$ cat src/whm_pkg.sv
`timescale 1ns / 1ps
// ----------------------------------------------------------------------------
// Health monitor package
// Shared types and constants of the wake/verify health monitor.
// ----------------------------------------------------------------------------
package whm_pkg;

    localparam int MAX_RES = 64;
    localparam int CNT_W   = $clog2(MAX_RES + 1);

    typedef enum logic [2:0] {
        CMD_TICK  = 3'd0,
        CMD_ECHO  = 3'd1,
        CMD_WAKE1 = 3'd2,
        CMD_WAKEA = 3'd3,
        CMD_WRITE = 3'd4
    } t_cmd;

    typedef enum logic [2:0] {
        ACT_IDLE     = 3'd0,
        ACT_WAKE     = 3'd1,
        ACT_PING     = 3'd2,
        ACT_GAVEUP   = 3'd3,
        ACT_MATCH    = 3'd4,
        ACT_VERIFIED = 3'd5
    } t_action;

    typedef enum logic [2:0] {
        CFG_AUTOWAKE = 3'd0,
        CFG_PING_TO  = 3'd1,
        CFG_RETRY    = 3'd2,
        CFG_HEALTH   = 3'd3,
        CFG_PPA      = 3'd4,
        CFG_MAXATT   = 3'd5,
        CFG_IDENT    = 3'd6
    } t_cfg_idx;

    typedef enum logic [2:0] {
        S_IDLE,
        S_RD,
        S_EV,
        S_E1,
        S_E2,
        S_DONE
    } t_state;

    typedef struct packed {
        logic        valid;
        logic [31:0] addr;
        logic        up;
        logic        waking;
        logic [3:0]  attempt;
        logic [3:0]  verify;
        logic        po;
        logic [31:0] sent;
        logic [31:0] health;
        logic [15:0] oseq;
    } t_entry;

    typedef struct packed {
        logic        autowake;
        logic [31:0] ping_to;
        logic [31:0] retry;
        logic [31:0] health;
        logic [3:0]  ppa;
        logic [3:0]  maxatt;
        logic [15:0] ident;
    } t_cfg;

    typedef struct packed {
        t_entry      entry;
        t_action     a1;
        t_action     a2;
        logic [15:0] seq;
        logic        match;
    } t_eval;

    typedef struct packed {
        t_action     action;
        logic [4:0]  host_index;
        logic [31:0] target_ip;
        logic [15:0] icmp_seq;
        logic [3:0]  attempt;
    } t_result;

endpackage

$ cat src/whm_mem.sv
`timescale 1ns / 1ps
// ----------------------------------------------------------------------------
// Host table memory
// One-port-write, one-port-read table with registered read and per-entry
// written flags so unwritten entries read as all zero.
// ----------------------------------------------------------------------------
module whm_mem
    import whm_pkg::*;
#(
    parameter int HOSTS = 32,
    parameter int AW    = 5
) (
    input  logic          i_clk,
    input  logic          i_rst_n,
    input  logic          i_we,
    input  logic [AW-1:0] i_waddr,
    input  t_entry        i_wdata,
    input  logic [AW-1:0] i_raddr,
    output t_entry        o_rdata
);
    t_entry             mem [HOSTS];
    logic [HOSTS-1:0]   r_init;
    t_entry             r_rdata;
    logic               r_rinit;

    always_ff @(posedge i_clk) begin
        if (!i_rst_n) begin
            r_init <= '0;
        end else if (i_we) begin
            r_init[i_waddr] <= 1'b1;
        end
    end

    always_ff @(posedge i_clk) begin
        if (i_we) begin
            mem[i_waddr] <= i_wdata;
        end
        r_rdata <= mem[i_raddr];
        r_rinit <= r_init[i_raddr];
    end

    assign o_rdata = r_rinit ? r_rdata : '0;
endmodule

$ cat config.mk
export PLATFORM = sky130hd
export DESIGN_NAME = whm_mem
export DESIGN_NICKNAME = d
export VERILOG_FILES = /design/src/whm_pkg.sv /design/src/whm_mem.sv
export SDC_FILE = /design/constraint.sdc
export NUM_CORES = 2
export LEC_CHECK = 0
export BUFFER_PORTS_ARGS = -buffer_cell sky130_fd_sc_hd__buf_4
export CAP_MARGIN = 25
export CORE_ASPECT_RATIO = 2
export CORE_MARGIN = 5
export CORE_UTILIZATION = 50
export DETAILED_ROUTE_END_ITERATION = 10
export GPL_ROUTABILITY_DRIVEN = 0
export PLACE_DENSITY = 0.71
export SYNTH_ARGS = -nofsm -noshare
export SYNTH_HDL_FRONTEND = slang
export SYNTH_SLANG_ARGS = --single-unit
$ cat constraint.sdc
create_clock -name i_clk -period 21.7 [get_ports i_clk]
set_clock_uncertainty 0.05 [all_clocks]
set_input_delay 2.17 -clock i_clk [delete_from_list [all_inputs] [get_ports i_clk]]
set_output_delay 2.17 -clock i_clk [all_outputs]
set_load 0.005 [all_outputs]
Word-level counts from Yosys, hierarchy flattened
Memory sizes are Yosys's and may differ from the RTL's. A register that Yosys moved wholly into a read port is not among the register bits.
Index checks and enable logic that the tools add are counted.
W data, S select, Z words.
Word-level totals
  register bits: 33
  latch bits: 0
  output and inout port bits: 124
  memory bits (writable): 3968
  logic and storage cells: 15
  input port bits: 137
  ROM bits: 0
  memories: 1
Memories
  mem: depth 32, bits a word 124, read ports 1, clocked after memory_dff 1, write ports 1, line whm_mem.sv:21  | t_entry mem [HOSTS];
Cells by class
  multipliers: 0
  div/mod/pow operators: 0
  reduce and logical (&&, ||, !) cells: 1
  mux-type cells: 7
  $lt $le $gt $ge: 3
  shift-type cells: 0
  $add $sub $neg: 0
  eq/ne operators: 0
  bitwise logic cells: 1
Operators by type and width (number)
  $mux W124: 1
  $or A32 B32 Y32: 1
  $lt A5 B6 Y1 const B: 2
  $bmux W1 S5: 1
  $demux W1 S5: 1
  $ge A5 B1 Y1 const B: 1
  $mux W1: 4
  $logic_and A1 B1 Y1: 1

Longest topological paths before layout
  word-level depth: 5
  gate-level depth with buffers: 8
  gate-level depth less buffers: 4

Least setup slack after synthesis
No wires, ideal clock.
  path kind: input port to flip-flop
  from: in i_waddr[0]
  to: mem mem[12][0] (netlist bit) (enable)
  cell stages on the path: 3
  data arrival time: 8017 ps
  path slack: 13022 ps
  setup time: 611 ps
  cells stage by stage: or3b_2 > clkbuf_1 > nor2_1
RTL lines
  start, declared: line whm_mem.sv:16  | input logic [AW-1:0] i_waddr,
  end, declared: line whm_mem.sv:21
Straight into the memory's write port.

==> metrics list <==
- The flow ran to the end, and the final reports show no timing, DRC or antenna violations.
* Worst slack, placed: 14.98 ns
- The synthesized netlist occupies a cell area of 152000 µm².
* Top-area cell type share of the netlist area: 0.7837
- At the pin with the least slew margin, the transition time is 1.156 ns.
* Element type at the critical path end: register
* Cell depth of the worst min-delay path: 1
* Final hold violations: 0
- Library cell occupying the most area in the post-synthesis netlist: sky130_fd_sc_hd__edfxtp_1
* Unrepaired setup endpoints after global routing: false
* Total negative slack for setup checks: 0 ns
- STA puts the critical path data required time at 22.43 ns.
- Top FF cell, synth: sky130_fd_sc_hd__edfxtp_1
- The number of antenna violations at the first check in global routing is 66.
- Number of buffers created by CTS: 338
- Kind of start point of the critical path: input port
- The analysis attributes to cell leakage a power of 52.63 nW.
- Die area: 315900 µm²
- The clock reaches the later pin of the worst-skew pair after 0.92 ns.
* First-pass GRT wire length: 549.8 mm
- The worst register-to-register path has a depth of 4.
* Max IR drop VDD: 0.06719 mV
* Cell with the largest stage delay on the worst path: sky130_fd_sc_hd__buf_4
- In this run the critical register-to-register path is launched from mem[26][27].
- Once detail routing completed, the nets flagged for antenna violations numbered 0.
- Slowest Stage Delay on Critical Path: 0.87 ns
* Count of max-cap constraint violations: 0
* Crit-path max FO: 152
- For this run, the total global-route usage over all layers was measured as 0.2466.
- The floorplan has 286 rows.
- Counting tap cells, the placed design contains a total of 10.45k instances.
- Placed cell area: 159000 µm²
- When the netlist entered floorplanning its net count stood at 6514.
- Final Power: 15.78 mW
- During placement, the flow inserted port buffers numbering 260.
- Core outline area: 303100 µm²
* Maximum buffer depth of the clock tree: 4
* Effective utilization at floorplan: 0.5017
- The number of global-route vias before repair came to 74.00k.
- CTS placed an instance of sky130_fd_sc_hd__clkbuf_16 at the clock tree root.
- Most common cell in the synthesized netlist: sky130_fd_sc_hd__edfxtp_1
* HPWL after detailed placement: 186.7 mm
* Via density per instance: 6.483
- The clock net in this run drives a total of 4125 sinks.
- DRC violations left: 0
- Buffering stage count on the worst path with inverters included: 4
- Hold slack final: 0.4146 ns
* Avg Cell Area, Syn: 23.84 µm²
- The detailed router finished its first iteration with 9591 violations.
- In the final layout, the share of cells above drive strength 1 is 0.2756.
- Final setup slack of the worst path: 16.17 ns
* Clock-pin slew on the worst setup and hold paths: 0.07 ns
- The path with the worst hold slack has its endpoint at r_init[11].
* Vertical extent of the die: 789.9 µm
* Number of standard cells in the final layout excluding fillers: 11.10k
- Worst endpoint data arrival time: 6.25 ns
* Overflow left after global routing: 0
- Share of synthesized registers carrying an async set or reset: 0
- By area the synthesized netlist is led by sky130_fd_sc_hd__edfxtp_1 (78%), sky130_fd_sc_hd__mux4_2 (15%), sky130_fd_sc_hd__dfxtp_1 (2.1%), sky130_fd_sc_hd__o22ai_1 (2.0%), sky130_fd_sc_hd__and2_1 (0.51%).
* Final critical-path required period: 5.528 ns
- Clock tree from TritonCTS: yes
- Part of the Yosys area used for sequential elements: 0.8043
- For this run, the top clock speed supported by timing is 0.1809 GHz.
- The commonest cells after synthesis are sky130_fd_sc_hd__edfxtp_1 (3968), sky130_fd_sc_hd__mux4_2 (982), sky130_fd_sc_hd__o22ai_1 (488), sky130_fd_sc_hd__dfxtp_1 (157), sky130_fd_sc_hd__clkbuf_1 (153).
- Count of flip-flops with a built-in enable after synthesis: 3968
* CTS Hold Bufs: 0
* Top delay family on crit path: buffers and inverters
- Number of register bits inferred by synthesis: 4125
- Number of detailed-route iterations in the first pass: 6
* Count of pins over their slew limit: 0
- Via count: 71.97k
* Startpoint-to-endpoint class of the critical path: input port to register
- Buffers added to address setup during post-CTS repair amount to 0.
- Entering global routing, the biggest net connects 161 pins.
* Horizontal die dimension: 399.9 µm
- Summed over all layers, the routed wires come to 389.5 mm.
* Hold_sp: r_init[11]
* Min-Delay Path Class: register to register
- Measured against its own limit, the worst slew margin works out to 0.2292.
* Register-to-register setup slack: 19.80 ns
- H-Tree Level Count: 5
- Library cells used by synthesis: 30
* Final net count: 6907
* Signed area change from the synthesized netlist to the final layout: 12.00%
- The finished cells cover 170300 µm².
* Number of instances in the synthesized netlist: 6377
* Yosys warning count: 0
* Tcrit/Tclk final: 0.2547
- The endpoint identified for the worst register-to-register timing path is r_rdata[27].
* PostCTS Resize Cnt: 0
- WL/cell: 35.09 µm
- PwrDens: 92.69 nW/µm²
- Measured on the finished design, the core utilization comes to 0.5619.
* List of cells traversed by the critical path: buf_8 > buf_4 > buf_4 > buf_12 > mux4_2 > o22ai_1 > nor4_1
* CP dominant cell by count: sky130_fd_sc_hd__buf_4
- Top Ports: 261
- Count of final setup violators: 0
==> where the power goes <==
group          leakage, nW  internal, mW  total, mW  switching (mW)
registers             37.1          8.84       8.91          0.0636
logic                 10.2         0.302      0.728           0.426
clock network         5.37          3.37       6.15            2.78
==> kinds of logic (layout without fill, tap and decap cells) <==
kind of cell           after synthesis  after routing  synth area share
AOI/OAI and AO/OA                  541            541           0.02274
DFF                               4125           4125            0.8043
other                                0             32                 0
buffers and inverters              355           1016           0.01213
and+or+nand+nor                    341            341           0.01317
muxes                             1015           1015            0.1476
==> per-layer routing <==
metal  track usage  share of wire
met1        0.3265           0.35
met2        0.4076           0.51
met3       0.05367           0.10
met4       0.08926          0.035
met5             0        0.00052
==> layout by cell type, fill, tap and decap left out, types with 17 or more instances in the layout <==
master	synthesis	routed
sky130_fd_sc_hd__nor4_1	122	121
sky130_fd_sc_hd__mux2i_1	33	33
sky130_fd_sc_hd__o22ai_1	488	488
sky130_fd_sc_hd__o21a_1	32	32
sky130_fd_sc_hd__dfxtp_1	157	156
sky130_fd_sc_hd__clkinvlp_4	0	18
sky130_fd_sc_hd__nor2_4	0	32
sky130_fd_sc_hd__clkbuf_16	0	348
sky130_fd_sc_hd__clkbuf_1	153	65
sky130_fd_sc_hd__nand3_1	18	17
sky130_fd_sc_hd__diode_2	0	32
sky130_fd_sc_hd__mux4_2	982	982
sky130_fd_sc_hd__bufinv_16	0	27
sky130_fd_sc_hd__clkinv_1	0	36
sky130_fd_sc_hd__edfxtp_1	3968	3968
sky130_fd_sc_hd__and2_1	124	124
sky130_fd_sc_hd__clkinv_2	0	59
sky130_fd_sc_hd__clkbuf_8	0	24
sky130_fd_sc_hd__buf_12	0	31
sky130_fd_sc_hd__buf_4	75	363
==> worst max path at each step <==
stage / startpoint / endpoint / slack (ns) / cells past startpoint
finish: i_raddr[2] / r_rdata[5] / 16.17 / 7
global route: i_raddr[0] / r_rdata[92] / 15.78 / 8
CTS: i_raddr[0] / r_rdata[92] / 15.92 / 7
detailed placement: i_raddr[0] / r_rdata[92] / 14.98 / 7
global placement: i_raddr[0] / r_rdata[3] / 15.06 / 7
floorplan: i_waddr[0] / mem[12][0] / 13.02 / 3
==> area by class of cell <==
type / count / area (µm²)
Antenna cell: 32 / 80.08
Clock buffer: 437 / 9283
Clock inverter: 171 / 1699
Fill cell: 21500 / 132800
Multi-Input combinational cell: 1897 / 28200
Sequential cell: 4125 / 122300
Tap cell: 4032 / 5045
Timing Repair Buffer: 408 / 3696
==> state kept, by name, summed over array words and instances, names as in the netlist <==
name	count
r_init	32
mem	3968
r_rdata	124
r_rinit	1
Power figures use the tool's default switching activity.
