**src/whm_pkg.sv**
```systemverilog
`timescale 1ns / 1ps
// ----------------------------------------------------------------------------
// Health monitor package
// Shared types and constants of the wake/verify health monitor.
// ----------------------------------------------------------------------------
package whm_pkg;

    localparam int MAX_RES = 64;
    localparam int CNT_W   = $clog2(MAX_RES + 1);

    typedef enum logic [2:0] {
        CMD_TICK  = 3'd0,
        CMD_ECHO  = 3'd1,
        CMD_WAKE1 = 3'd2,
        CMD_WAKEA = 3'd3,
        CMD_WRITE = 3'd4
    } t_cmd;

    typedef enum logic [2:0] {
        ACT_IDLE     = 3'd0,
        ACT_WAKE     = 3'd1,
        ACT_PING     = 3'd2,
        ACT_GAVEUP   = 3'd3,
        ACT_MATCH    = 3'd4,
        ACT_VERIFIED = 3'd5
    } t_action;

    typedef enum logic [2:0] {
        CFG_AUTOWAKE = 3'd0,
        CFG_PING_TO  = 3'd1,
        CFG_RETRY    = 3'd2,
        CFG_HEALTH   = 3'd3,
        CFG_PPA      = 3'd4,
        CFG_MAXATT   = 3'd5,
        CFG_IDENT    = 3'd6
    } t_cfg_idx;

    typedef enum logic [2:0] {
        S_IDLE,
        S_RD,
        S_EV,
        S_E1,
        S_E2,
        S_DONE
    } t_state;

    typedef struct packed {
        logic        valid;
        logic [31:0] addr;
        logic        up;
        logic        waking;
        logic [3:0]  attempt;
        logic [3:0]  verify;
        logic        po;
        logic [31:0] sent;
        logic [31:0] health;
        logic [15:0] oseq;
    } t_entry;

    typedef struct packed {
        logic        autowake;
        logic [31:0] ping_to;
        logic [31:0] retry;
        logic [31:0] health;
        logic [3:0]  ppa;
        logic [3:0]  maxatt;
        logic [15:0] ident;
    } t_cfg;

    typedef struct packed {
        t_entry      entry;
        t_action     a1;
        t_action     a2;
        logic [15:0] seq;
        logic        match;
    } t_eval;

    typedef struct packed {
        t_action     action;
        logic [4:0]  host_index;
        logic [31:0] target_ip;
        logic [15:0] icmp_seq;
        logic [3:0]  attempt;
    } t_result;

endpackage

```
**src/whm_if.sv**
```systemverilog


interface whm_res_if;
    logic        valid;
    logic        ready;
    logic [2:0]  action;
    logic [4:0]  host_index;
    logic [31:0] target_ip;
    logic [15:0] icmp_seq;
    logic [3:0]  attempt;
    logic        last;

    modport source (output valid, action, host_index, target_ip, icmp_seq, attempt,
                    last, input ready);
    modport sink   (input valid, action, host_index, target_ip, icmp_seq, attempt,
                    last, output ready);
endinterface

```
**src/whm_out.sv**
```systemverilog
`timescale 1ns / 1ps
// ----------------------------------------------------------------------------
// Result output stage
// Holds back one result so the final one of a command can carry last.
// ----------------------------------------------------------------------------
module whm_out
    import whm_pkg::*;
(
    input  logic    i_clk,
    input  logic    i_rst_n,
    input  logic    i_push,
    input  t_result i_res,
    input  logic    i_fin,
    output logic    o_can_push,
    output logic    o_can_fin,
    whm_res_if.source o_res
);
    logic    r_hv;
    t_result r_hold;
    logic    r_ov;
    t_result r_out;
    logic    r_last;
    logic    out_free;

    assign out_free   = !r_ov || o_res.ready;
    assign o_can_push = !r_hv || out_free;
    assign o_can_fin  = out_free;

    always_ff @(posedge i_clk) begin
        if (!i_rst_n) begin
            r_hv <= 1'b0;
            r_ov <= 1'b0;
        end else begin
            if (i_push && o_can_push) begin
                r_hv <= 1'b1;
                if (r_hv) begin
                    r_ov <= 1'b1;
                end else if (o_res.ready) begin
                    r_ov <= 1'b0;
                end
            end else if (i_fin && out_free) begin
                r_hv <= 1'b0;
                r_ov <= 1'b1;
            end else if (o_res.ready) begin
                r_ov <= 1'b0;
            end
        end
    end

    always_ff @(posedge i_clk) begin
        if (i_push && o_can_push) begin
            r_hold <= i_res;
            if (r_hv) begin
                r_out  <= r_hold;
                r_last <= 1'b0;
            end
        end else if (i_fin && out_free) begin
            r_out  <= r_hv ? r_hold : '0;
            r_last <= 1'b1;
        end
    end

    assign o_res.valid      = r_ov;
    assign o_res.action     = r_out.action;
    assign o_res.host_index = r_out.host_index;
    assign o_res.target_ip  = r_out.target_ip;
    assign o_res.icmp_seq   = r_out.icmp_seq;
    assign o_res.attempt    = r_out.attempt;
    assign o_res.last       = r_last;
endmodule

```
**src/flat_wrapper.sv**
```systemverilog
// flat-port wrapper written by rule: the top's interface ports become plain ports
module whm_out_flat import whm_pkg::*;
  (i_clk, i_rst_n, i_push, i_res, i_fin, o_can_push, o_can_fin, o_res_valid, o_res_action, o_res_host_index, o_res_target_ip, o_res_icmp_seq, o_res_attempt, o_res_last, o_res_ready);
  whm_res_if o_res_i ();
  input  logic i_clk;
  input  logic i_rst_n;
  input  logic i_push;
  input  t_result i_res;
  input  logic i_fin;
  output logic o_can_push;
  output logic o_can_fin;
  output wire logic [$bits(o_res_i.valid)-1:0] o_res_valid;
  output wire logic [$bits(o_res_i.action)-1:0] o_res_action;
  output wire logic [$bits(o_res_i.host_index)-1:0] o_res_host_index;
  output wire logic [$bits(o_res_i.target_ip)-1:0] o_res_target_ip;
  output wire logic [$bits(o_res_i.icmp_seq)-1:0] o_res_icmp_seq;
  output wire logic [$bits(o_res_i.attempt)-1:0] o_res_attempt;
  output wire logic [$bits(o_res_i.last)-1:0] o_res_last;
  input wire logic [$bits(o_res_i.ready)-1:0] o_res_ready;
  assign o_res_valid = o_res_i.valid;
  assign o_res_action = o_res_i.action;
  assign o_res_host_index = o_res_i.host_index;
  assign o_res_target_ip = o_res_i.target_ip;
  assign o_res_icmp_seq = o_res_i.icmp_seq;
  assign o_res_attempt = o_res_i.attempt;
  assign o_res_last = o_res_i.last;
  assign o_res_i.ready = o_res_ready;
  whm_out u_core (.i_clk(i_clk), .i_rst_n(i_rst_n), .i_push(i_push), .i_res(i_res), .i_fin(i_fin), .o_can_push(o_can_push), .o_can_fin(o_can_fin), .o_res(o_res_i));
endmodule
```
**config.mk**
```make
export PLATFORM = sky130hd
export DESIGN_NAME = whm_out_flat
export DESIGN_NICKNAME = d
export VERILOG_FILES = /design/src/whm_pkg.sv /design/src/whm_if.sv /design/src/whm_out.sv /design/src/flat_wrapper.sv
export SDC_FILE = /design/constraint.sdc
export NUM_CORES = 1
export LEC_CHECK = 0
export BUFFER_PORTS_ARGS = -buffer_cell sky130_fd_sc_hd__buf_2
export CAP_MARGIN = 20
export CORE_MARGIN = 2
export CORE_UTILIZATION = 30
export CTS_CLUSTER_DIAMETER = 40
export DETAILED_ROUTE_END_ITERATION = 10
export GPL_TIMING_DRIVEN = 0
export SKIP_LAST_GASP = 1
export SYNTH_ARGS = -nofsm -noshare
export SYNTH_HDL_FRONTEND = slang
export SYNTH_SLANG_ARGS = --single-unit
export TNS_END_PERCENT = 50
```
**constraint.sdc**
```tcl
create_clock -name i_clk -period 12.3 [get_ports i_clk]
set_input_delay 1.845 -clock i_clk [delete_from_list [all_inputs] [get_ports i_clk]]
set_output_delay 1.845 -clock i_clk [all_outputs]
set_load 0.005 [all_outputs]
```
---- After elaboration in Yosys (flattened, before gate mapping) ----
Index checks and enable logic that the tools add are counted.
operators by class
  equality and inequality tests ........... 1
  multiplexer cells ....................... 13
  reduce and logical (&&, ||, !) cells .... 8
operators by type and width
  cell                number
  $mux 60             4
  $mux 1              9
  $logic_and 1x1->1   2
  $logic_not 1->1     2
  $logic_or 1x1->1    2
  $ne 2x1->1 const B  1
  $reduce_and 2->1    1
  $reduce_bool 2->1   1
word-level totals
  register bits ........................... 123
  bits of input ports ..................... 65
  output and inout bits ................... 64

---- Depth between registers and ports, before layout ----
  word-level depth ........................ 6
  mapped depth ............................ 3
  gate-level depth less buffers ........... 3

---- Worst setup path before layout ----
Ideal clock, no wire load.
  kind .................................... input -> register
  from .................................... input o_res_ready
  to ...................................... register u_core.r_hold[0] (netlist bit) (enable)
  arrival ................................. 4.847 ns
  path slack .............................. 6.956 ns
  cell stages on the path ................. 2
  path buffers ............................ 0
  cell sequence ........................... nor2b_1 > a21oi_1
on the way
  cells in the longest elaborated chain, start to end .. 3
ends and longest elaborated chain
  item                  line                RTL
  from (decl)           flat_wrapper.sv:19  input wire logic [$bits(o_res_i.ready)-1:0] o_res_ready;
  $logic_or 1x1->1      whm_out.sv:25       assign out_free = !r_ov || o_res.ready;
  $logic_or 1x1->1      whm_out.sv:26       assign o_can_push = !r_hv || out_free;
  $logic_and 1x1->1     whm_out.sv:51       if (i_push && o_can_push) begin
  to (signal assigned)  whm_out.sv:52       r_hold <= i_res;
  to (decl)             whm_out.sv:19       t_result r_hold;
Every way passes these cells.
A chain may end at the register's enable or synchronous reset.

---- Worst setup path in the final report ----
  from .................................... input o_res_ready
  to ...................................... output o_can_fin
on the way
  cells in the longest elaborated chain, start to end .. 1
ends and longest elaborated chain
  item              line                RTL
  $logic_or 1x1->1  whm_out.sv:25
  to (decl)         flat_wrapper.sv:11  output logic o_can_fin;
Every way passes these cells.

==> results.json <==
{
  "hold_violations": 0,
  "setup_tns_ps": 0,
  "viasPerCell": 4.05,
  "grt.overflow.total": 0,
  "crit_fanout": 3,
  "peakVddDrop_mv": 0.0845,
  "avgRoutedWirePerCell_um": 14.4,
  "ios": 129,
  "clock_latency_ps": 410,
  "rsz0062_at_grt": "no",
  "synth_cell_types": 15,
  "diodes": 0,
  "synth_area_leaders": "edfxtp_1 (85%), nor2b_2 (5.6%), nor2b_1 (5.0%)",
  "cts_tree": "done",
  "antenna_found_initial": 0,
  "firstDrtPassIters": 6,
  "crit_required_ps": 10450,
  "synth_area_leader_cell": "edfxtp_1",
  "synth_top_area_share_pct": 85.3,
  "power_mw": 1.01,
  "fmaxAchievable_mhz": 224,
  "synth_seq_area_share_pct": 86.3,
  "reg2reg_slack_ps": 10360,
  "die_area_um2": 15200,
  "min_path_cells": 1,
  "numCtsBuffers": 17,
  "setup_viol": 0,
  "worst_pin_slew_ps": 774,
  "area_delta_synth_final_pct": 35.5,
  "cts.repair.resized": 0,
  "min_period_over_period_pct": 36.3,
  "status": "finished clean",
  "fp.dieW_um": 123,
  "cts-root-buf": "clkbuf_16",
  "grt_pass1_wl_um": 11900,
  "maxCapViolCount": 0,
  "vias": 2206,
  "crit_arrival_ps": 2630,
  "ant_nets": 0,
  "fin_worst_skew_ps": 11.3,
  "clockBufferDepth": 2,
  "nets": 417,
  "ys_warn_count": 0,
  "place_area_um2": 5250,
  "hold_end": "u_core.o_res.target_ip[20]",
  "hp-start": "u_core.r_hold[40]",
  "grt_max_degree": 26,
  "die_h_um": 123,
  "cts_hold_buf": 0,
  "power.leakage_nw": 2.26,
  "grt_usage_pct": 11.1,
  "gp_congestion": 0.641,
  "drc": 0,
  "fp-row-count": 43,
  "io_buffers": 128,
  "path_class": "primary input to output pin",
  "slew_violations": 0,
  "start_util_pct": 30.7,
  "htree_levels": 4,
  "fin_crit_ps": 4470,
  "clk_pin_slew_ps": 50,
  "postSynthCellCount": 201,
  "synth_seq_cells": 123,
  "dp_hpwl_um": 5420,
  "r2r_cells": 4,
  "pwr_density_cell_nw_per_um2": 175,
  "syn_avg_cell_area_um2": 21.2,
  "post_cts_buffers": 0,
  "drtIter0Drc": 68,
  "grt_pass1_vias": 2328,
  "worstSetupEndpointType": "output pin",
  "synth.net_count": 266,
  "relSlewSlack_pct": 48.3,
  "layout-drive-gt1-share_pct": 52.6,
  "fp.coreArea_um2": 13900,
  "timing.rr.end": "u_core.r_hold[18]",
  "final_cells": 545,
  "min_path_type": "flop to flop",
  "start_kind": "primary input",
  "dp.cells": 513,
  "wirelength_um": 7860,
  "final_area_um2": 5770,
  "cts.sink_count": 123,
  "syn_area_um2": 4260,
  "regToRegStartpoint": "u_core.o_res.valid"
}
-- stage by stage --
| step | util (%) | worst slack (ps) | hold WS (ps) |
|---|---|---|---|
| after floorplan | - | 6960 | 507 |
| after global placement | 36.9 | 5350 | 509 |
| after detailed placement | 37.8 | 7820 | 518 |
| after CTS | 41.6 | 7810 | 530 |
| after global routing | 41.6 | 7720 | 544 |
| final | 41.6 | 7830 | 525 |
-- cells by family after synthesis --
kind of cell | synth area share (%)
AND/OR/NAND/NOR | 11.2
flip-flops | 86.3
multiplexers | 0.235
buffers and inverters | 1.76
AO/OA/AOI/OAI | 0.558
-- Yosys cell counts --
library cell	number
a21oi_1	1
nor2_4	1
mux2i_1	1
buf_6	6
a31oi_1	1
nand3b_1	1
nor2b_2	27
dfxtp_1	2
nand2_1	1
inv_1	2
o21ai_0	1
a21boi_1	1
edfxtp_1	121
nor2_1	1
nor2b_1	34
-- flip-flops by register name, indices dropped and copies added (netlist names), 3 cells and up --
| register | flops |
|---|---|
| u_core.o_res.target_ip | 32 |
| u_core.o_res.host_index | 5 |
| u_core.r_hold | 60 |
| u_core.o_res.attempt | 4 |
| u_core.o_res.icmp_seq | 16 |
| u_core.o_res.action | 3 |
-- area by class of cell --
type	count	area, um2
Buffer	6	67.6
Clock buffer	20	437
Clock inverter	12	81.3
Fill cell	1281	8110
Inverter	2	7.51
Multi-Input combinational cell	70	528
Sequential cell	123	3670
Tap cell	180	225
Timing Repair Buffer	132	751
-- layer usage --
layer  global-route usage (%)  up-vias  wire (um)
met5                        0        -          0
met3                     5.30       12        551
met4                     5.54        0        156
met2                     17.5       88       3840
met1                     12.6     1066       3310
li1                         -     1040          -
-- where the power goes --
part           switching [mW]  total, mW  internal (mW)
registers             0.00689      0.503          0.496
logic                  0.0353     0.0689         0.0336
clock network           0.165      0.436          0.271
total                   0.207       1.01          0.801
-- worst max path at each step --
stage,slack [ps],start,endpoint,cells past startpoint
6_report,7830,o_res_ready,o_can_fin,4
5_1_grt,7720,o_res_ready,o_can_fin,4
4_1_cts,7810,o_res_ready,o_can_fin,4
3_5_place_dp,7820,o_res_ready,o_can_fin,4
3_3_place_gp,5350,i_push,u_core.r_hold[54],3
2_1_floorplan,6960,o_res_ready,u_core.r_hold[0],2
-- layout by cell type (no fill, tap or decap), types with 2 or more instances in the layout --
cell and n:
buf_2 128, edfxtp_1 121, nor2b_1 34, nor2b_2 27, clkbuf_16 17, buf_6 6
clkinv_2 5, clkinv_1 5, buf_16 4, clkbuf_1 3, inv_1 2, nor2_4 2
dfxtp_1 2
-- worst max-delay path: stages --
cell and delay, ps:
buf_2 110, nor2b_1 380, inv_1 140, buf_2 160
Note: power is estimated with default switching activity, not from simulation.
