[src/whm_pkg.sv]
`timescale 1ns / 1ps
// ----------------------------------------------------------------------------
// Health monitor package
// Shared types and constants of the wake/verify health monitor.
// ----------------------------------------------------------------------------
package whm_pkg;

    localparam int MAX_RES = 64;
    localparam int CNT_W   = $clog2(MAX_RES + 1);

    typedef enum logic [2:0] {
        CMD_TICK  = 3'd0,
        CMD_ECHO  = 3'd1,
        CMD_WAKE1 = 3'd2,
        CMD_WAKEA = 3'd3,
        CMD_WRITE = 3'd4
    } t_cmd;

    typedef enum logic [2:0] {
        ACT_IDLE     = 3'd0,
        ACT_WAKE     = 3'd1,
        ACT_PING     = 3'd2,
        ACT_GAVEUP   = 3'd3,
        ACT_MATCH    = 3'd4,
        ACT_VERIFIED = 3'd5
    } t_action;

    typedef enum logic [2:0] {
        CFG_AUTOWAKE = 3'd0,
        CFG_PING_TO  = 3'd1,
        CFG_RETRY    = 3'd2,
        CFG_HEALTH   = 3'd3,
        CFG_PPA      = 3'd4,
        CFG_MAXATT   = 3'd5,
        CFG_IDENT    = 3'd6
    } t_cfg_idx;

    typedef enum logic [2:0] {
        S_IDLE,
        S_RD,
        S_EV,
        S_E1,
        S_E2,
        S_DONE
    } t_state;

    typedef struct packed {
        logic        valid;
        logic [31:0] addr;
        logic        up;
        logic        waking;
        logic [3:0]  attempt;
        logic [3:0]  verify;
        logic        po;
        logic [31:0] sent;
        logic [31:0] health;
        logic [15:0] oseq;
    } t_entry;

    typedef struct packed {
        logic        autowake;
        logic [31:0] ping_to;
        logic [31:0] retry;
        logic [31:0] health;
        logic [3:0]  ppa;
        logic [3:0]  maxatt;
        logic [15:0] ident;
    } t_cfg;

    typedef struct packed {
        t_entry      entry;
        t_action     a1;
        t_action     a2;
        logic [15:0] seq;
        logic        match;
    } t_eval;

    typedef struct packed {
        t_action     action;
        logic [4:0]  host_index;
        logic [31:0] target_ip;
        logic [15:0] icmp_seq;
        logic [3:0]  attempt;
    } t_result;

endpackage

[src/whm_eval.sv]
`timescale 1ns / 1ps
// ----------------------------------------------------------------------------
// Host entry update
// Computes the new state of one entry and the actions it causes.
// ----------------------------------------------------------------------------
module whm_eval
    import whm_pkg::*;
(
    input  t_cmd        i_cmd,
    input  t_entry      i_entry,
    input  t_cfg        i_cfg,
    input  logic [31:0] i_now,
    input  logic [15:0] i_seq,
    input  logic [31:0] i_src,
    input  logic [15:0] i_rseq,
    output t_eval       o_eval
);
    logic [31:0] d_sent;
    logic [31:0] d_health;
    logic        mon;
    logic        was_up;

    assign d_sent   = i_now - i_entry.sent;
    assign d_health = i_now - i_entry.health;
    assign mon      = i_entry.valid && (i_entry.addr != 32'd0);

    always_comb begin
        o_eval       = '0;
        o_eval.entry = i_entry;
        o_eval.a1    = ACT_IDLE;
        o_eval.a2    = ACT_IDLE;
        o_eval.seq   = i_seq;
        was_up       = i_entry.up;
        case (i_cmd) inside
            CMD_TICK: begin
                if (mon) begin
                    if (i_entry.po && (d_sent >= i_cfg.ping_to)) begin
                        o_eval.entry.po = 1'b0;
                        o_eval.entry.up = 1'b0;
                        if (was_up && !i_entry.waking && i_cfg.autowake) begin
                            o_eval.entry.waking  = 1'b1;
                            o_eval.entry.attempt = 4'd1;
                            o_eval.entry.verify  = 4'd0;
                            o_eval.a1            = ACT_WAKE;
                            o_eval.a2            = ACT_PING;
                            o_eval.seq           = i_seq + 16'd1;
                            o_eval.entry.po      = 1'b1;
                            o_eval.entry.oseq    = i_seq + 16'd1;
                            o_eval.entry.sent    = i_now;
                        end
                    end
                    if (o_eval.entry.waking) begin
                        if (!o_eval.entry.po && (d_sent >= i_cfg.retry)) begin
                            if (o_eval.entry.verify != 4'hF) begin
                                o_eval.entry.verify = o_eval.entry.verify + 4'd1;
                            end
                            if (o_eval.entry.verify >= i_cfg.ppa) begin
                                if (o_eval.entry.attempt >= i_cfg.maxatt) begin
                                    o_eval.entry.waking  = 1'b0;
                                    o_eval.entry.attempt = 4'd0;
                                    o_eval.entry.verify  = 4'd0;
                                    o_eval.a1            = ACT_GAVEUP;
                                end else begin
                                    o_eval.entry.attempt = o_eval.entry.attempt + 4'd1;
                                    o_eval.entry.verify  = 4'd0;
                                    o_eval.a1            = ACT_WAKE;
                                    o_eval.a2            = ACT_PING;
                                    o_eval.seq           = i_seq + 16'd1;
                                    o_eval.entry.po      = 1'b1;
                                    o_eval.entry.oseq    = i_seq + 16'd1;
                                    o_eval.entry.sent    = i_now;
                                end
                            end else begin
                                o_eval.a1         = ACT_PING;
                                o_eval.seq        = i_seq + 16'd1;
                                o_eval.entry.po   = 1'b1;
                                o_eval.entry.oseq = i_seq + 16'd1;
                                o_eval.entry.sent = i_now;
                            end
                        end
                    end else if (d_health >= i_cfg.health) begin
                        o_eval.entry.health = i_now;
                        if (!o_eval.entry.po) begin
                            o_eval.a1         = ACT_PING;
                            o_eval.seq        = i_seq + 16'd1;
                            o_eval.entry.po   = 1'b1;
                            o_eval.entry.oseq = i_seq + 16'd1;
                            o_eval.entry.sent = i_now;
                        end
                    end
                end
            end
            CMD_ECHO: begin
                if (mon && (i_entry.addr == i_src) && i_entry.po &&
                    (i_entry.oseq == i_rseq)) begin
                    o_eval.match    = 1'b1;
                    o_eval.entry.po = 1'b0;
                    o_eval.entry.up = 1'b1;
                    if (i_entry.waking) begin
                        o_eval.entry.waking  = 1'b0;
                        o_eval.entry.attempt = 4'd0;
                        o_eval.entry.verify  = 4'd0;
                        o_eval.a1            = ACT_VERIFIED;
                    end else begin
                        o_eval.a1 = ACT_MATCH;
                    end
                end
            end
            CMD_WAKE1, CMD_WAKEA: begin
                if (i_entry.valid) begin
                    o_eval.a1 = ACT_WAKE;
                    if (i_entry.addr != 32'd0) begin
                        o_eval.entry.waking  = 1'b1;
                        o_eval.entry.attempt = 4'd1;
                        o_eval.entry.verify  = 4'd0;
                        o_eval.entry.up      = 1'b0;
                        o_eval.a2            = ACT_PING;
                        o_eval.seq           = i_seq + 16'd1;
                        o_eval.entry.po      = 1'b1;
                        o_eval.entry.oseq    = i_seq + 16'd1;
                        o_eval.entry.sent    = i_now;
                    end
                end
            end
            default: begin
            end
        endcase
    end
endmodule

[config.mk]
export PLATFORM = sky130hd
export DESIGN_NAME = whm_eval
export DESIGN_NICKNAME = d
export VERILOG_FILES = /design/src/whm_pkg.sv /design/src/whm_eval.sv
export SDC_FILE = /design/constraint.sdc
export NUM_CORES = 1
export LEC_CHECK = 0
export BUFFER_PORTS_ARGS = -buffer_cell sky130_fd_sc_hd__buf_2
export CAP_MARGIN = 0
export CORE_AREA = 2 2 193 195
export DETAILED_ROUTE_END_ITERATION = 10
export DIE_AREA = 0 0 195 197
export GPL_ROUTABILITY_DRIVEN = 0
export PLACE_DENSITY = 0.6
export SLEW_MARGIN = 20
export SYNTH_ARGS = -nofsm -noshare
export SYNTH_HDL_FRONTEND = slang
export SYNTH_SLANG_ARGS = --single-unit
[constraint.sdc]
create_clock -name vclk -period 7.46
set_input_delay 0.373 -clock vclk [all_inputs]
set_output_delay 0.373 -clock vclk [all_outputs]
set_load 0.02 [all_outputs]
# Word-level counts from Yosys, hierarchy flattened

Cells that the tools add are included.
Widths: inputs -> output; s select.

$add $sub $neg: 5
Order comparisons: 5
Equal/unequal tests: 6
Muxes and demuxes: 66
Reduce and logical (&&, ||, !) cells: 13

Operators by type and width:

| kind                  | count |
|---|---|
| $mux 38               | 6 |
| $mux 43               | 5 |
| $mux 32               | 6 |
| $mux 16               | 9 |
| $mux 19               | 7 |
| $mux 113              | 1 |
| $mux 33               | 3 |
| $ge 32x32->1          | 3 |
| $mux 42               | 2 |
| $mux 84               | 1 |
| $sub 32x32->32        | 2 |
| $mux 11               | 4 |
| $eq 32x32->1          | 1 |
| $reduce_bool 32->1    | 1 |
| $mux 4                | 5 |
| $mux 18               | 1 |
| $mux 3                | 6 |
| $mux 9                | 2 |
| $add 16x1->16 const B | 1 |
| $eq 16x16->1          | 1 |
| $mux 8                | 2 |
| $add 4x1->4 const B   | 2 |
| $ge 4x4->1            | 2 |
| $logic_and 1x1->1     | 8 |
| other kinds (8)       | 14 |

Register bits: 0
Output and inout bits: 147

# Logic depth before layout (Yosys ltp)

Gate-level depths: netlist (run 1).

Word-level depth: 19
Mapped depth: 41
Gate-level depth less buffers: 36

# Least setup slack after synthesis (run 1)

OpenSTA, ideal clock, no wires.

Kind: input -> output
Start point: input i_entry[49] in the netlist's numbering
End point: output o_eval[1] in the netlist's numbering
Arrival: 7.776 ns
Data required time: 7.087 ns
Setup slack: -0.689 ns
Cell stages on the path: 36
Cell sequence: inv_1 > ha_1 > nor2b_1 > o31a_1 > o311a_1 > a211o_1 > o31a_1 > a211o_1 > a2111oi_2 > o21bai_1 > a21oi_1 > xnor2_1 > ha_1 > nand4_1 > nor4_1 > o21ai_1 > or2_0 > o21ai_1 > clkbuf_1 > clkbuf_1 > nor2b_1 > ha_1 > nand3_1 > nor2_1 > mux2_2 > ha_1 > a21o_1 > a21o_1 > a21oi_1 > or2_2 > o211ai_1 > a311o_1 > clkbuf_1 > buf_4 > buf_2 > xnor2_1

RTL lines:

| what               | RTL line       | source |
|---|---|---|
| start: declaration | whm_eval.sv:10 | `input t_entry i_entry,` |
| end: declaration   | whm_eval.sv:16 | `output t_eval o_eval` |

==> key figures, run 1 <==
Floorplan
  – Num rows: 70
  – Die width: 195 um
  – Core ar.: 36300 um^2
  – Io pins: 491
  – Die height: 197 um
  – Starting Density: 23.7%
  – Die ar.: 38400 um^2

Timing
  – Fin crit period: 7.80 ns
  – Final hold vios: 0
  – Final worst-path cycle share: 105%
  – Setup violators final: 63
  – Final worst slack: -0.339 ns
  – Final hold slack: 1.01 ns
  – Fmax: 0.128 GHz
  – Slew of the pin with the lowest slew margin: 0.877 ns
  – RSZ-0062 raised after global routing: yes
  – Slew HR: 41.3%
  – Final Slew Violations: 0

Placement
  – Hpwl dp: 36400 um
  – Placed insts: 2221
  – Port bufs: 473
  – Setup WS pre-CTS: -0.575 ns

Setup path
  – Max stage delay on crit path: 0.42 ns
  – CP Max Fanout: 14
  – Critical path type: in -> out
  – Worst Path Arrival: 7.43 ns
  – Crit. End Element: output port
  – Critical path required time: 7.09 ns
  – Most used cell, CP: a21o_1
  – Crit path launch type: input pin
  – CP max-delay cell: a311o_2

Clock tree
  – Hold bufs inserted after CTS: 0

Synthesis
  – Post-Syn Instances: 1244
  – Most frequent cell after synthesis: inv_1
  – Netlist cell types: 65
  – Ys Warns: 0
  – Avg Cell Area, Syn: 6.89 um^2
  – Register area share after synthesis: 0%
  – Area of the mapped netlist: 8580 um^2
  – Yosys top cell by area: ha_1
  – Yosys top cell area share: 24.7%
  – Commonest cells post-synth: inv_1 (191), ha_1 (169), a21oi_1 (80), nand2_1 (80), a21o_1 (74)
  – Synth top area cells: ha_1 (25%), inv_1 (8.4%), xnor2_1 (6.5%)

Power and ir drop
  – PwrDens: 89.9 nW/um^2
  – Worst vdd ir: 0.0000357 V
  – Leak pwr: 7.18 nW

Cells and area
  – Layout cells sized above 1: 40.5%
  – Clkbuf count: 0
  – Non-filler instance count after layout: 2251
  – Seq Cell Count: 0
  – # fillers: 3841
  – Layout area overhead: 52.9%
  – Final nets: 2283
  – Register Area: 0 um^2

Route
  – Drt pass-1 iters: 6
  – DRC viols: 0
  – Drt first-iter violations: 491
  – WL final: 41300 um
  – DRT antenna net count: 0
  – Via-to-Cell Ratio: 4.88
  – Drt wl/cell: 18.3 um
  – Via count: 11.0k

Min path
  – Min-delay worst type: in -> out

GRT
  – Vias in the first global route: 10.8k
  – Tot GR Track Use: 20.0%
  – Initial antenna violation count: 22
  – Grt ovf: 0
  – Largest net degree at the start of global routing: 63
  – First-pass GRT wire length: 60200 um

Outcome
  – Failing checks: negative setup slack
  – Run status: finished, violations left

Flow run
  – Max_cap viols: 0
per-stage QoR:
stage	instance area, um^2	setup TNS [ns]	util, %	total power, mW
final	13100	-15.70	36.2	1.18
after global routing	13100	-42.96	36.1	1.30
after CTS	12600	-17.35	34.9	1.14
after detailed placement	12400	-32.60	34.1	1.11
after global placement	12400	-26.52	34.1	1.08
after floorplan	9110	-5.64	-	0.694
where the power goes:
| group | switching (mW) | internal (mW) | leakage (nW) |
|---|---|---|---|
| registers | 0 | 0 | 0 |
| clock network | 0 | 0.000000307 | 0.000108 |
| logic | 0.635 | 0.544 | 7.18 |
routing by layer:
metal / GRT usage (%) / share of wire, %
met5: 0 / 0.15
met3: 2.50 / 5.8
met1: 23.0 / 39
met4: 7.92 / 3.6
met2: 37.4 / 51
worst paths after layout:
| check | from | endpoint | slack, ns | cells after the start |
|---|---|---|---|---|
| worst min-delay path | i_entry[110] | o_eval[133] | 1.01 | 2 |
| worst max-delay path | i_entry[49] | o_eval[78] | -0.34 | 36 |
layout make-up:
cell class / instances / area (um^2) / share of cell area [%]
Tap cell: 468 / 586 / 4.47
Inverter: 191 / 733 / 5.59
Multi-Input combinational cell: 996 / 8200 / 62.5
Timing Repair Buffer: 579 / 3550 / 27.1
Antenna cell: 17 / 42.5 / 0.325
critical path: cells and delay by family:
kind	cells	cell delay, ns
AOI/OAI and AO/OA	19	4.02
xor gates and xnor gates	1	0.18
adders and majority gates	4	0.91
buffers and inverters	5	0.64
muxes	2	0.62
and+or+nand+nor	5	0.63
kinds of logic after synthesis:
logic type / synth area share, %
adder cells (fa/ha/maj): 25.1
multiplexers: 4.98
AND/OR/NAND/NOR: 18.3
XOR/XNOR: 12.5
AO/OA/AOI/OAI: 26.5
buffers and inverters: 12.6
other: 0.0437
what timing repair did:
action | CTS | global route
pin swaps | 12 | 23
gates cloned | 4 | 0
endpoints found under the setup margin | 65 | 75
setup buffers | 12 | 3
gates resized for setup | 13 | 133
cells in the final DEF, fill, tap and decap left out, types with 31 or more instances in the layout:
cell     count
nand2_1     73
ha_1       162
mux2_2      35
xor2_1      48
buf_2      425
a21oi_1     71
nor2_1      54
inv_1      187
buf_6       31
a21o_1      74
buf_4      112
o21ai_0     66
xnor2_1     59
(Power assumes the default switching activity.)
==> run 2: changes to the inputs <==
- clock period: 7.46 -> 6.85 ns (I/O delays scaled with it)
==> run 2 against run 1 <==
  * The flow still finishes with violations (negative setup slack)
  * Final area is 7.6% higher
  * Hold slack worse by 0.059 ns
  * Utilization is 2.7 points higher
  * Global-route usage is 0.26 points higher
  * Sequential share of layout area stayed put
  * Routed wire length is 3.2% higher
  * Setup slack worse by 0.79 ns
==> key figures, run 2 (same netlist as run 1, synthesis figures left out) <==
Route
  – Drt wl/cell: 18.4 um (+0.42%)
  – Drt first-iter violations: 525 (+6.9%)
  – Via-to-Cell Ratio: 4.82 (-1.2%)
  – DRT antenna net count: 0 (unchanged)
  – DRC viols: 0 (unchanged)
  – Via count: 11.2k (+1.6%)
  – Drt pass-1 iters: 5 (-1)
  – WL final: 42600 um (+3.2%)

Timing
  – Fmax: 0.125 GHz
  – Setup violators final: 77 (+22%)
  – Fin crit period: 7.98 ns
  – Final worst-path cycle share: 117%
  – Final worst slack: -1.13 ns (-0.793 ns)
  – Slew of the pin with the lowest slew margin: 0.661 ns (-0.216 ns)
  – Final hold slack: 0.951 ns (-0.0585 ns)
  – Slew HR: 55.5% (+14 points)
  – Final Slew Violations: 0 (unchanged)
  – Final hold vios: 0 (unchanged)
  – RSZ-0062 raised after global routing: yes

Cells and area
  – Final nets: 2350 (+2.9%)
  – # fillers: 3763 (-2.0%)
  – Layout area overhead: 64.4%
  – Register Area: 0 um^2 (unchanged)
  – Commonest non-fill, non-tap cells in the layout: buf_2 (412), inv_1 (188), ha_1 (161)
  – Layout cells sized above 1: 44.0% (+3.5 points)
  – Commonest non-fill, non-tap cell in the layout: buf_2
  – Seq Cell Count: 0 (unchanged)
  – Clkbuf count: 0 (unchanged)

Setup path
  – Setup crit start: i_entry[49]
  – CP max-delay cell: a311o_2
  – Most used cell, CP: a21o_1
  – Crit path launch type: input pin
  – Critical path required time: 6.51 ns (-0.58 ns)
  – Critical path type: in -> out
  – Worst Path Arrival: 7.64 ns (+0.21 ns)
  – CP Max Fanout: 11 (-3)
  – CP Capture Point: o_eval[2]
  – Crit. End Element: output port
  – Max stage delay on crit path: 0.48 ns (+0.06 ns)

Floorplan
  – Starting Density: 23.7% (unchanged)
  – Core ar.: 36300 um^2 (unchanged)
  – Die width: 195 um (unchanged)
  – Io pins: 491 (unchanged)
  – Die ar.: 38400 um^2 (unchanged)
  – Die height: 197 um (unchanged)
  – Num rows: 70 (unchanged)

Power and ir drop
  – Total Power: 1.40 mW (+19%)
  – Worst vdd ir: 0.0000370 V (+3.5%)
  – Leak pwr: 7.63 nW (+6.2%)
  – PwrDens: 99.5 nW/um^2 (+11%)

Outcome
  – Run status: finished, violations left
  – Failing checks: negative setup slack

Clock tree
  – Hold bufs inserted after CTS: 0 (unchanged)

GRT
  – Grt ovf: 0 (unchanged)
  – First-pass GRT wire length: 60800 um (+0.90%)
  – Vias in the first global route: 11.1k (+2.9%)
  – Largest net degree at the start of global routing: 39 (-38%)
  – Tot GR Track Use: 20.3% (+0.26 points)
  – Initial antenna violation count: 18 (-18%)

Placement
  – Hpwl dp: 36400 um (about the same)
  – Port bufs: 473 (unchanged)

Flow run
  – Max_cap viols: 0 (unchanged)

Min path
  – Min-delay worst type: in -> out
run 2: cell count changes in the layout (fill, tap and decap cells not counted), sizes merged:
cell / delta
clkbuf: +4
buf: +63
diode: -4
run 2: final cells by class:
class / count / area (um^2) / share of cell area, %
Antenna cell: 13 / 32.5 / 0.231
Inverter: 191 / 733 / 5.20
Timing Repair Buffer: 646 / 4260 / 30.2
Tap cell: 468 / 586 / 4.15
Multi-Input combinational cell: 996 / 8490 / 60.2
run 2: layer usage:
metal | track usage, % | wire [um] | part of all wire, %
met1 | 23.0 | 16400 | 39
met2 | 37.8 | 21800 | 51
met3 | 2.14 | 2200 | 5.2
met4 | 9.75 | 2100 | 4.9
met5 | 0 | 46 | 0.11
run 2: power by group:
group | switching, mW | internal, mW | total, mW
Clock | 0 | 0.000000254 | 0.000000254
Sequential | 0 | 0 | 0
Combinational | 0.732 | 0.672 | 1.40
Total | 0.732 | 0.672 | 1.40
run 2: how the worst min path moves through the flow:
stage | cells after the start | to | startpoint | slack (ns)
6_report | 2 | o_eval[131] | i_entry[108] | 0.95
5_1_grt | 2 | o_eval[125] | i_entry[102] | 0.96
4_1_cts | 2 | o_eval[133] | i_entry[110] | 0.95
3_5_place_dp | 2 | o_eval[133] | i_entry[110] | 0.95
3_3_place_gp | 2 | o_eval[125] | i_entry[102] | 0.95
2_1_floorplan | 1 | o_eval[23] | i_seq[0] | 0.75
run 2: through the flow:
stage | utilization [%] | worst slack [ns] | std cells | TNS [ns] | instance area [um^2]
6_report | 38.9 | -1.13 | 2314 | -71.24 | 14100
3_5_place_dp | 35.0 | -1.07 | 2258 | -68.25 | 12700
2_1_floorplan | - | -0.696 | 1245 | -40.48 | 9140
3_3_place_gp | 35.0 | -0.959 | 2258 | -60.42 | 12700
4_1_cts | 37.0 | -0.883 | 2289 | -54.11 | 13400
5_1_grt | 38.9 | -1.41 | 2312 | -92.30 | 14100
run 2: timing repair:
item                                    4_1_cts  5_1_grt
hold endpoints to repair                      0        0
endpoints found under the setup margin       77       79
pin swaps                                    31       52
resized for setup                           106      132
buffers inserted                             58       13
gates cloned                                  3        4
run 2: worst max-delay path: cells and delay by family:
family | cells | cell delay [ns]
and+or+nand+nor | 5 | 0.63
muxes | 2 | 0.62
adders and majority gates | 4 | 0.88
buffers and inverters | 6 | 0.71
xor gates and xnor gates | 1 | 0.15
AOI/OAI and AO/OA | 19 | 4.32
==> run 3: changes to the inputs <==
- clock period: 6.85 -> 7.1 ns (I/O delays scaled with it)
==> run 3 against run 2 <==
  * Total power down 9.8%
  * Die area is the same
  * Sequential cell count unchanged
  * Combinational power fell by 9%
  * Global-route usage decreased by 0.40 points
  * Non-clock buffer count fell by 42
  * Critical path type unchanged
  * Final area shrank 5.6%
  * Setup slack better by 0.38 ns
  * Utilization shrank 2.2 points
  * First-iteration DRC count is 24% lower
  * Cell count is 2.0% lower
  * The run still ends with negative setup slack left
==> key figures, run 3 (same netlist as run 1, synthesis figures left out) <==
Power and ir drop
  – Total Power: 1.27 mW (-9.8%)
  – Worst vdd ir: 0.0000364 V (-1.6%)
  – Leak pwr: 7.29 nW (-4.5%)
  – Comb power frac: 100.0% (about the same)
  – PwrDens: 95.2 nW/um^2 (-4.4%)
  – Clock network power share: 0% (unchanged)
  – Reg power frac: 0% (unchanged)
  – P_int: 593 uW (-12%)
  – Net Sw Power: 673 uW (-8.0%)
  – Switching share of total power: 53.2% (+1.0 points)

Route
  – Drt first-iter violations: 398 (-24%)
  – Drt wl/cell: 18.0 um (-2.1%)
  – DRC viols: 0 (unchanged)
  – DRT antenna net count: 0 (unchanged)
  – WL final: 40800 um (-4.1%)
  – Drt pass-1 iters: 5 (unchanged)
  – Via count: 11.1k (-0.78%)
  – Via-to-Cell Ratio: 4.88 (+1.2%)

GRT
  – Largest net degree at the start of global routing: 36 (-7.7%)
  – First-pass GRT wire length: 60300 um (-0.75%)
  – Tot GR Track Use: 19.9% (-0.40 points)
  – Grt ovf: 0 (unchanged)
  – Vias in the first global route: 11.1k (-0.47%)
  – Initial antenna violation count: 17 (-1)

Setup path
  – Buffers plus inverters on the worst setup path: 7 (+1)
  – Worst Path Arrival: 7.49 ns (-0.15 ns)
  – CP max-delay cell: a311o_2
  – Crit. End Element: output port
  – Critical path type: in -> out
  – Most used cell, CP: a21o_1
  – Crit path launch type: input pin
  – Largest delay share family, worst path: compound AO/OA/AOI/OAI gates
  – Critical path required time: 6.74 ns (+0.23 ns)
  – CP Max Fanout: 8 (-3)
  – Max stage delay on crit path: 0.52 ns (+0.04 ns)

Floorplan
  – Io pins: 491 (unchanged)
  – Core ar.: 36300 um^2 (unchanged)
  – Die ar.: 38400 um^2 (unchanged)
  – Starting Density: 23.7% (unchanged)
  – Die width: 195 um (unchanged)
  – Die height: 197 um (unchanged)
  – Num rows: 70 (unchanged)

Cells and area
  – Final nets: 2308 (-1.8%)
  – Design area: 13300 um^2 (-5.6%)
  – Commonest non-fill, non-tap cell in the layout: buf_2
  – Seq Cell Count: 0 (unchanged)
  – Layout area overhead: 55.2%
  – Register Area: 0 um^2 (unchanged)
  – Layout cells sized above 1: 41.7% (-2.3 points)
  – Non-filler instance count after layout: 2268 (-2.0%)
  – Commonest non-fill, non-tap cells in the layout: buf_2 (422), inv_1 (186), ha_1 (161)
  – Clkbuf count: 0 (unchanged)

Placement
  – Placed insts: 2245 (-0.58%)
  – Setup WS pre-CTS: -0.933 ns (+0.140 ns)
  – Hpwl dp: 36400 um (about the same)
  – Port bufs: 473 (unchanged)
  – Cell area after placement: 12600 um^2 (-1.1%)

Outcome
  – Failing checks: negative setup slack
  – Run status: finished, violations left

Timing
  – Slew HR: 41.9% (-14 points)
  – Final hold slack: 0.965 ns (+0.0136 ns)
  – Setup violators final: 71 (-7.8%)
  – RSZ-0062 raised after global routing: yes
  – Final hold vios: 0 (unchanged)
  – Final worst-path cycle share: 111%
  – Fmax: 0.127 GHz
  – Fin crit period: 7.85 ns
  – Slew of the pin with the lowest slew margin: 0.872 ns (+0.210 ns)
  – Final worst slack: -0.746 ns (+0.385 ns)
  – Final Slew Violations: 0 (unchanged)

Flow run
  – Max_cap viols: 0 (unchanged)

Min path
  – Min-delay worst type: in -> out

Clock tree
  – Hold bufs inserted after CTS: 0 (unchanged)
[run 3: changes by cell type in the layout (fill, tap and decap cells not counted), sizes merged]
| cell | previous run | this run |
|---|---|---|
| clkbuf | 4 | 2 |
| diode | 13 | 9 |
| buf | 642 | 602 |
[run 3: power by group through the flow]
stage                       clock, mW  sequential, mW  combinational [mW]
after floorplan                     0               0               0.730
after global placement              0               0                1.15
after detailed placement            0               0                1.18
after CTS                           0               0                1.21
after global routing      0.000000113               0                1.40
final                     0.000000170               0                1.27
[run 3: final cells by class]
| class | instances | area (um^2) |
|---|---|---|
| Multi-Input combinational cell | 996 | 8260 |
| Antenna cell | 9 | 22.5 |
| Tap cell | 468 | 586 |
| Inverter | 191 | 733 |
| Fill cell | 3876 | 23000 |
| Timing Repair Buffer | 604 | 3710 |
[run 3: final timing paths]
path | startpoint | endpoint | depth (start not counted) | slack [ns]
min | i_entry[122] | o_eval[145] | 2 | 0.96
max | i_entry[49] | o_eval[98] | 37 | -0.75
[run 3: layer usage]
| metal | track usage, % | part of all wire, % | vias to the layer above |
|---|---|---|---|
| met3 | 1.69 | 4.9 | 79 |
| met1 | 22.7 | 39 | 5107 |
| li1 | - | - | 5455 |
| met2 | 39.1 | 52 | 422 |
| met4 | 5.48 | 3.3 | 8 |
| met5 | 0 | 0.14 | - |
[run 3: repair_timing]
action	4_1_cts	5_1_grt
pin swaps	3	31
setup buffers	10	9
setup endpoints to repair	76	77
resized for setup	16	132
cloned	1	1
[run 3: through the flow]
step                util [%]  TNS, ns
floorplan                  -   -26.05
detailed placement      34.6   -57.68
global placement        34.6   -48.03
finish                  36.7   -44.90
global route            36.7   -67.35
CTS                     35.1   -41.20
